File: src/sv/serial_command_line_parser_assert.svh
// Assertion macros for the serial command line parser.
// An immediate implication and a next-cycle implication, both disabled in reset.
`ifndef SERIAL_COMMAND_LINE_PARSER_ASSERT_SVH
`define SERIAL_COMMAND_LINE_PARSER_ASSERT_SVH

`ifndef SYNTH
`define SCLP_ASSERT_NOW(label, clk, rst, cond, prop) \
   label: assert property (@(posedge clk) disable iff (rst) (cond) |-> (prop)) \
      else $error("assertion failed in serial command line parser");
`define SCLP_ASSERT_NEXT(label, clk, rst, cond, prop) \
   label: assert property (@(posedge clk) disable iff (rst) (cond) |=> (prop)) \
      else $error("assertion failed in serial command line parser");
`else
`define SCLP_ASSERT_NOW(label, clk, rst, cond, prop)
`define SCLP_ASSERT_NEXT(label, clk, rst, cond, prop)
`endif

`endif

File: src/sv/sclp_pkg.sv
`timescale 1ns / 1ps

package sclp_pkg;

   // Characters that the parser recognizes.
   localparam logic [7:0] CH_NEWLINE = 8'd10;
   localparam logic [7:0] CH_SPACE   = 8'd32;
   localparam logic [7:0] CH_PLUS    = 8'd43;
   localparam logic [7:0] CH_MINUS   = 8'd45;
   localparam logic [7:0] CH_ZERO    = 8'd48;
   localparam logic [7:0] CH_NINE    = 8'd57;
   localparam logic [7:0] CH_M       = 8'd77;
   localparam logic [7:0] CH_G       = 8'd71;
   localparam logic [7:0] CH_H       = 8'd72;
   localparam logic [7:0] CH_F       = 8'd70;

   // Event kinds.
   localparam logic [2:0] KIND_MOVE    = 3'd0;
   localparam logic [2:0] KIND_GUN     = 3'd1;
   localparam logic [2:0] KIND_HORN    = 3'd2;
   localparam logic [2:0] KIND_FIRE    = 3'd3;
   localparam logic [2:0] KIND_UNKNOWN = 3'd4;

   // Number of numeric fields on a line; a field index of this value means past the end.
   localparam int unsigned FIELD_COUNT = 3;
   localparam logic [1:0]  FIELD_PAST  = 2'd3;

   // Position within the line.
   typedef enum logic [2:0] {
      POS_LETTER = 3'b001,
      POS_SKIP   = 3'b010,
      POS_FIELDS = 3'b100
   } pos_type;

endpackage

File: src/sv/serial_command_line_parser.sv
`timescale 1ns / 1ps
// Channel   Direction  Ports                                         Meaning
// req       in         req_valid, req_stall, req_rx_byte             one received character
// rsp       out        rsp_valid, rsp_stall, rsp_event_kind,         one event per line
//                      rsp_param_one, rsp_param_two, rsp_param_three
//
// Each character is parsed in the cycle it is accepted; one character per cycle while the request is not stalled.
// A line's event appears in the output register in the cycle after its newline is accepted.
// Reset is synchronous and active high; it clears the line state and the output valid flag, not the payload.
// A request is stalled only while a finished event is held and the result side stalls.

`include "serial_command_line_parser_assert.svh"

module serial_command_line_parser
   import sclp_pkg::*;
(
   input  logic       clock,
   input  logic       reset,
   input  logic       req_valid,
   output logic       req_stall,
   input  logic [7:0] req_rx_byte,
   output logic       rsp_valid,
   input  logic       rsp_stall,
   output logic [2:0] rsp_event_kind,
   output logic [7:0] rsp_param_one,
   output logic [7:0] rsp_param_two,
   output logic [7:0] rsp_param_three
);

   // Line state.
   pos_type    pos_ff, pos_in;
   logic [2:0] cmd_ff, cmd_in;
   logic [1:0] field_num_ff, field_num_in;
   logic [7:0] field_ff [FIELD_COUNT];
   logic [7:0] field_in [FIELD_COUNT];
   logic       neg_ff, neg_in;
   logic       sign_ok_ff, sign_ok_in;
   logic       ended_ff, ended_in;

   // Output register.
   logic       rsp_valid_ff, rsp_valid_in;
   logic [2:0] kind_ff, kind_in;
   logic [7:0] p1_ff, p1_in;
   logic [7:0] p2_ff, p2_in;
   logic [7:0] p3_ff, p3_in;

   logic       accept;
   logic       is_newline;
   logic       in_field;
   logic [7:0] cur_value;
   logic [7:0] digit_value;
   logic [7:0] closed [FIELD_COUNT];

   assign req_stall  = rsp_valid_ff && rsp_stall;
   assign accept     = req_valid && !req_stall;
   assign is_newline = (req_rx_byte == CH_NEWLINE);
   assign in_field   = (field_num_ff != FIELD_PAST);

   // Current number and its next value after a digit: value * 10 + digit, modulo 256.
   assign cur_value   = in_field ? field_ff[field_num_ff] : 8'd0;
   assign digit_value = 8'({cur_value, 3'b000} + {cur_value, 1'b0} + (req_rx_byte - CH_ZERO));

   // Field values with the pending sign applied to the current number.
   always_comb begin
      for (int i = 0; i < FIELD_COUNT; i++) begin
         if (neg_ff && field_num_ff == 2'(i)) begin
            closed[i] = 8'(~field_ff[i] + 8'd1);
         end else begin
            closed[i] = field_ff[i];
         end
      end
   end

   // Next line state for the accepted character.
   always_comb begin
      pos_in       = pos_ff;
      cmd_in       = cmd_ff;
      field_num_in = field_num_ff;
      neg_in       = neg_ff;
      sign_ok_in   = sign_ok_ff;
      ended_in     = ended_ff;
      for (int i = 0; i < FIELD_COUNT; i++) begin
         field_in[i] = field_ff[i];
      end

      if (accept) begin
         if (is_newline) begin
            pos_in       = POS_LETTER;
            cmd_in       = KIND_UNKNOWN;
            field_num_in = 2'd0;
            neg_in       = 1'b0;
            sign_ok_in   = 1'b1;
            ended_in     = 1'b0;
            for (int i = 0; i < FIELD_COUNT; i++) begin
               field_in[i] = 8'd0;
            end
         end else begin
            case (pos_ff)
               POS_LETTER: begin
                  case (req_rx_byte)
                     CH_M:    cmd_in = KIND_MOVE;
                     CH_G:    cmd_in = KIND_GUN;
                     CH_H:    cmd_in = KIND_HORN;
                     CH_F:    cmd_in = KIND_FIRE;
                     default: cmd_in = KIND_UNKNOWN;
                  endcase
                  pos_in = POS_SKIP;
               end
               POS_SKIP: begin
                  pos_in = POS_FIELDS;
               end
               POS_FIELDS: begin
                  if (req_rx_byte == CH_SPACE) begin
                     // A space closes the number and moves to the next field.
                     for (int i = 0; i < FIELD_COUNT; i++) begin
                        field_in[i] = closed[i];
                     end
                     neg_in     = 1'b0;
                     sign_ok_in = 1'b1;
                     ended_in   = 1'b0;
                     if (in_field) begin
                        field_num_in = field_num_ff + 2'd1;
                     end
                  end else if (in_field) begin
                     if (sign_ok_ff && (req_rx_byte == CH_PLUS || req_rx_byte == CH_MINUS)) begin
                        neg_in     = (req_rx_byte == CH_MINUS);
                        sign_ok_in = 1'b0;
                     end else if (req_rx_byte inside {[CH_ZERO:CH_NINE]} && !ended_ff) begin
                        field_in[field_num_ff] = digit_value;
                        sign_ok_in             = 1'b0;
                     end else begin
                        // Any other character ends the number.
                        ended_in   = 1'b1;
                        sign_ok_in = 1'b0;
                     end
                  end
               end
               default: begin
                  pos_in = POS_LETTER;
               end
            endcase
         end
      end
   end

   // Output register: loaded on a newline, emptied when the event is taken.
   always_comb begin
      rsp_valid_in = rsp_valid_ff && rsp_stall;
      kind_in      = kind_ff;
      p1_in        = p1_ff;
      p2_in        = p2_ff;
      p3_in        = p3_ff;
      if (accept && is_newline) begin
         rsp_valid_in = 1'b1;
         kind_in      = cmd_ff;
         p1_in        = (cmd_ff == KIND_MOVE || cmd_ff == KIND_GUN) ? closed[0] : 8'd0;
         p2_in        = (cmd_ff == KIND_MOVE || cmd_ff == KIND_GUN) ? closed[1] : 8'd0;
         p3_in        = (cmd_ff == KIND_MOVE) ? closed[2] : 8'd0;
      end
   end

   // Control registers.
   always_ff @(posedge clock) begin
      if (reset) begin
         pos_ff       <= POS_LETTER;
         cmd_ff       <= KIND_UNKNOWN;
         field_num_ff <= 2'd0;
         neg_ff       <= 1'b0;
         sign_ok_ff   <= 1'b1;
         ended_ff     <= 1'b0;
         rsp_valid_ff <= 1'b0;
         for (int i = 0; i < FIELD_COUNT; i++) begin
            field_ff[i] <= 8'd0;
         end
      end else begin
         pos_ff       <= pos_in;
         cmd_ff       <= cmd_in;
         field_num_ff <= field_num_in;
         neg_ff       <= neg_in;
         sign_ok_ff   <= sign_ok_in;
         ended_ff     <= ended_in;
         rsp_valid_ff <= rsp_valid_in;
         for (int i = 0; i < FIELD_COUNT; i++) begin
            field_ff[i] <= field_in[i];
         end
      end
   end

   // Result payload.
   always_ff @(posedge clock) begin
      kind_ff <= kind_in;
      p1_ff   <= p1_in;
      p2_ff   <= p2_in;
      p3_ff   <= p3_in;
   end

   assign rsp_valid       = rsp_valid_ff;
   assign rsp_event_kind  = kind_ff;
   assign rsp_param_one   = p1_ff;
   assign rsp_param_two   = p2_ff;
   assign rsp_param_three = p3_ff;

   // A newline always produces an event in the next cycle.
   `SCLP_ASSERT_NEXT(a_newline_event, clock, reset, accept && is_newline, rsp_valid_ff)
   // A newline returns the parser to the start of a line.
   `SCLP_ASSERT_NEXT(a_newline_clears, clock, reset, accept && is_newline,
      pos_ff == POS_LETTER && cmd_ff == KIND_UNKNOWN && field_num_ff == 2'd0)
   // Fields are only counted once past the command letter and the skipped character.
   `SCLP_ASSERT_NOW(a_fields_after_header, clock, reset, pos_ff != POS_FIELDS,
      field_num_ff == 2'd0 && !neg_ff && !ended_ff)
   // Commands without two numbers report zero parameters.
   `SCLP_ASSERT_NOW(a_unused_params_zero, clock, reset,
      rsp_valid_ff && kind_ff != KIND_MOVE && kind_ff != KIND_GUN,
      p1_ff == 8'd0 && p2_ff == 8'd0 && p3_ff == 8'd0)
   // Only a move carries a third parameter.
   `SCLP_ASSERT_NOW(a_third_param_move, clock, reset,
      rsp_valid_ff && kind_ff != KIND_MOVE, p3_ff == 8'd0)

endmodule
File: config.mk
export PLATFORM = sky130hd
export DESIGN_NAME = serial_command_line_parser
export DESIGN_NICKNAME = d
export VERILOG_FILES = /design/src/sv/sclp_pkg.sv /design/src/sv/serial_command_line_parser.sv
export VERILOG_INCLUDE_DIRS = /design/src /design/src/sv
export SDC_FILE = /design/constraint.sdc
export NUM_CORES = 1
export LEC_CHECK = 0
export ABC_AREA = 1
export BUFFER_PORTS_ARGS = -buffer_cell sky130_fd_sc_hd__buf_2
export CAP_MARGIN = 10
export CORE_MARGIN = 2
export CORE_UTILIZATION = 50
export DETAILED_ROUTE_END_ITERATION = 10
export PLACE_DENSITY = 0.69
export SLEW_MARGIN = 0
export SYNTH_ARGS = -nofsm -noshare
export SYNTH_HDL_FRONTEND = slang
export SYNTH_SLANG_ARGS = --single-unit
File: constraint.sdc
create_clock -name clock -period 6.6 [get_ports clock]
set_input_delay 1.32 -clock clock [delete_from_list [all_inputs] [get_ports clock]]
set_output_delay 1.32 -clock clock [all_outputs]
set_load 0.01 [all_outputs]
# Word-level counts from Yosys, hierarchy flattened
# Memories as Yosys holds them, arrays and structs flattened. A register that Yosys moved wholly into a read port is not among the register bits.
# Cells that the tools add are included.
word_totals:
  register_bits: 39
  ramBits: 24
  out_inout_bits: 29
  n_memories: 1
mem_list:
  columns: ["memory", "depth", "word_bits", "read_ports", "rd_clocked_by_memory_dff", "wr", "line", "source"]
  rows:
  - ["field_ff", 3, 8, 4, 1, 3, "serial_command_line_parser.sv:34", "logic [7:0] field_ff [FIELD_COUNT];"]
op_classes:
  n_addsub: 7
  magnitude_cmp: 4
  eq_ne: 18
  n_mux: 47
  bitwise: 7
  n_reduce_logical: 28
ops:
  columns: ["op", "n"]
  rows:
  - ["24-bit 2-to-1 mux", 7]
  - ["8-bit 2-to-1 mux", 7]
  - ["8-bit by 7-bit == test with 1-bit output (second input constant)", 4]
  - ["8-bit by 1-bit adder with 8-bit output (second input constant)", 3]
  - ["24-bit bitwise mux", 1]
  - ["8-bit by 6-bit == test with 1-bit output (second input constant)", 3]
  - ["8-bit inverter", 3]
  - ["1-bit 2-to-1 mux", 19]
  - ["8-bit adder", 2]
  - ["8-bit demux with 2-bit select", 1]
  - ["2-bit 2-to-1 mux", 6]
  - ["3-bit case mux with 4 select lines", 1]
  - ["1-bit logical AND", 10]
  - ["3-bit 2-to-1 mux", 3]
  - ["3-bit case mux with 3 select lines", 1]
  - ["8-bit by 4-bit == test with 1-bit output (second input constant)", 1]
  - ["8-bit by 6-bit greater-or-equal comparator with 1-bit output (second input constant)", 1]
  - ["8-bit by 6-bit <= comparator with 1-bit output (second input constant)", 1]
  - ["4-bit AND reduction", 2]
  - ["2-bit nonzero test", 4]
  - ["8-bit by 6-bit subtractor with 8-bit output (second input constant)", 1]
  - ["7-bit 2-to-1 mux", 1]
  - ["3-bit by 1-bit == test with 1-bit output (second input constant)", 2]
  - ["3-bit != test (second input constant)", 2]
  - ["other kinds (18)", 25]

# Depth between registers and ports, before layout
logic_depth:
  word_depth: 14
  depth_mapped: 21

# Worst setup path after synthesis
# Ideal clock, no wire load.
synth_path:
  kind: "in2reg"
  from: "in req_rx_byte[3]"
  to: "mem field_ff[0][7]"
  setup_time_ns: 0.115
  arrival_time_ns: 3.399
  t_required_ns: 6.485
  path_slack_ns: 3.086
  cell_stages: 15
  n_path_buf: 0
  cell_sequence: "fa_1 > fa_1 > fa_1 > nand2_1 > nand2_1 > nand2_1 > nand2_1 > nand2_1 > nand2_1 > inv_1 > nand3_1 > nand3_1 > nand2_1 > nand2_1 > a21oi_2"
synth_rtl:
  columns: ["element", "line", "source"]
  rows:
  - ["start, declared", "serial_command_line_parser.sv:21", "input logic [7:0] req_rx_byte,"]
  - ["end, declared", "serial_command_line_parser.sv:34", null]

==> out/qor.yml <==
timing:
  fin_worst_skew_ns: 0.0123
  relSlewSlack: 0.393
  hold_viol_final: 0
  post-route-period-util: 0.539
  setup_viol: 0
  fmax_mhz: 281
  finalSetupTns_ns: 0
  slew_violations: 0
  tightest_slew_ns: 0.909
  grt_setup_unrepaired: "no"
  layout_setup_ws_ns: 3.04
  period_needed_ns: 3.56
placement:
  dp_hpwl_um: 7090
  place_inst: 643
  placed_cell_area_um2: 4210
  routabilityCongestion: 0.894
  portBuffers: 40
  post-place-ws_ns: 2.80
final_layout:
  stdcell_area_um2: 4400
  num_antenna_cells: 0
  area_growth_syn_to_layout_pct: 11.6
  final_cell_count_no_fill: 659
  num-nets-final: 587
  drive_gt1_frac: 0.140
  nFillCells: 747
global_route:
  antenna_found_initial: 0
  grt_overflow: 0
  grt_max_degree: 28
  grt.total_usage: 0.234
  grt_first_pass_wirelength_um: 15800
  grt_pass1_vias: 3252
floorplan:
  die_area_um2: 8610
  core.rowCount: 32
  die_height_um: 92.8
  core_area_um2: 7690
  start_util: 0.513
  die_w_um: 92.8
  pin_count: 41
drt:
  drtAntennaViolNets: 0
  drt_iter0_markers: 239
  vias: 3584
  drc_errors: 0
  drt_wl_total_um: 9540
  vias_per_cell: 5.44
  first_pass_iters: 5
  drt-wirelength-per-cell_um: 14.5
yosys:
  ys_warn_count: 0
  synth-seq-cells: 65
  avgSynthCellArea_um2: 7.69
  async_flop_share: 0
  synth_area_um2: 3940
  yosysUniqueCellTypes: 36
  synth_cells: 513
  ys.flop_type: "dfxtp_1"
  ys_seq_area_frac: 0.398
  yosysTopAreaCell: "edfxtp_1"
  yosys.area.top_type_share: 0.206
  postSynthNetCount: 548
  synthTopCellsByArea: "edfxtp_1 (21%), dfxtp_1 (19%), nand2_1 (8.0%)"
  synth_edf_count: 27
critical_path:
  cp.arrival_ns: 3.82
  r2r-end: "field_ff[2][7]"
  worst_r2r_path_depth: 18
  startpoint_type: "flop"
  r2r_slack_ns: 3.04
  end_kind: "flop"
  path_class: "flop to flop"
  crit_end: "field_ff[2][7]"
  critPathRequiredTime_ns: 6.86
  crit_fanout: 14
clock_network:
  cts_hold_buf: 0
  clock-sinks: 65
  numCtsBuffers: 9
  cts_resized: 0
  htreeDepth: 3
  insertion_delay_ns: 0.34
  post-cts-setup-buffers: 0
  cts_max_path_buffers: 2
  path_clk_slew_ns: 0.07
  cts.root.buffer_cell: "clkbuf_8"
  cts_tree: "built"
power:
  power.total_mw: 0.800
  vdd_drop_max_mv: 0.0933
  cellPowerDensity_nw_per_um2: 182
  p_leak_nw: 1.94
run:
  maxCapViolCount: 0
status:
  outcome: "finished clean"
min_path:
  hp-class: "flop to flop"
## critical path, stage by stage (launching register included)
cell and delay [ns]:
dfxtp_1 0.59, o21ai_0 0.26, o21ai_0 0.22, inv_1 0.12
fa_1 0.47, ha_1 0.30, ha_1 0.23, fa_1 0.41
nand2_1 0.08, nand2_1 0.05, nand2_1 0.06, nand3b_1 0.07
nand2_1 0.08, inv_1 0.04, nand3_1 0.12, nand3_1 0.10
nand2_1 0.07, nand2_1 0.06, a21oi_1 0.13
## per-layer routing
layer	global-route usage	share of wire	vias up
li1	-	-	1772
met3	0.0431	0.065	19
met1	0.326	0.46	1652
met2	0.359	0.45	141
met5	0	0	-
met4	0.0968	0.024	0
## cells in the mapped netlist, types with 2 or more instances
master	n
a211oi_1	2
a21oi_1	38
a21oi_2	2
buf_2	3
buf_6	2
clkbuf_1	7
dfxtp_1	38
edfxtp_1	27
fa_1	5
ha_1	18
inv_1	80
inv_2	3
nand2_1	84
nand3_1	24
nand3_2	2
nand3_4	2
nand3b_1	2
nand4_1	6
nor2_1	60
nor2_2	4
nor2_4	2
nor3_1	3
o211ai_2	2
o21ai_0	40
o21ai_1	12
o22ai_1	17
or2_2	2
xnor2_1	2
xor2_1	17
## state kept, by name, indices dropped and copies added (netlist names), named ones only
| signal | cells |
|---|---|
| rsp_param_one | 8 |
| neg_ff | 1 |
| pos_ff | 3 |
| rsp_valid | 1 |
| rsp_param_three | 8 |
| ended_ff | 1 |
| rsp_param_two | 8 |
| field_num_ff | 2 |
| sign_ok_ff | 1 |
| field_ff | 24 |
| cmd_ff | 3 |
| rsp_event_kind | 3 |
## report_power, final
part | switching, mW | leakage, nW | internal [mW]
combinational | 0.0370 | 1.28 | 0.0164
clock | 0.156 | 0.0920 | 0.172
sequential | 0.00161 | 0.572 | 0.417
## placed cells by master, fill, tap and decap left out, types with 2 or more instances in the layout
cell type	Yosys	routed
inv_1	80	80
clkbuf_8	0	9
o21ai_1	12	12
edfxtp_1	27	27
or2_2	2	2
buf_2	3	40
nand3_2	2	2
a21oi_1	38	38
ha_1	18	18
o22ai_1	17	17
nand3b_1	2	2
xor2_1	17	17
xnor2_1	2	2
nand3_4	2	2
o21ai_0	40	40
dfxtp_1	38	38
o211ai_2	2	2
nor3_1	3	3
nor2_4	2	2
nor2_2	4	5
fa_1	5	5
nand3_1	24	24
nor2_1	60	59
clkinv_2	0	3
a21oi_2	2	2
inv_2	3	3
clkinvlp_4	0	2
nand2_1	84	84
a211oi_1	2	2
nand4_1	6	6
## worst min path at each step
stage / from / to / slack, ns / cells after the start
after floorplan: cmd_ff[0] / rsp_event_kind[0] / 0.42 / 0
after global placement: cmd_ff[1] / rsp_event_kind[1] / 0.45 / 0
after detailed placement: cmd_ff[1] / rsp_event_kind[1] / 0.45 / 0
after CTS: cmd_ff[1] / rsp_event_kind[1] / 0.46 / 0
after global routing: cmd_ff[1] / rsp_event_kind[1] / 0.49 / 0
final: cmd_ff[1] / rsp_event_kind[1] / 0.46 / 0
## cells by family after synthesis
group	share of synthesized area
xor+xnor	0.0422
simple gates	0.220
fa+ha+maj	0.0825
buf+inv	0.0971
compound gates	0.160
flops	0.398
## cell type report
class / instances / area [um^2] / area share
flip-flops and latches: 65 / 1570 / 0.357
clock inverters: 6 / 60.1 / 0.0136
well taps: 102 / 128 / 0.0290
repair buffers: 41 / 208 / 0.0472
multi-input cells: 351 / 1990 / 0.453
clock buffers: 10 / 128 / 0.0290
inverters: 84 / 315 / 0.0716
## metrics by stage
| stage | utilization | hold WS (ns) |
|---|---|---|
| final | 0.573 | 0.464 |
| after global routing | 0.573 | 0.485 |
| after CTS | 0.573 | 0.464 |
| after detailed placement | 0.548 | 0.446 |
| after global placement | 0.548 | 0.445 |
| after floorplan | - | 0.423 |
(Power assumes the default switching activity.)
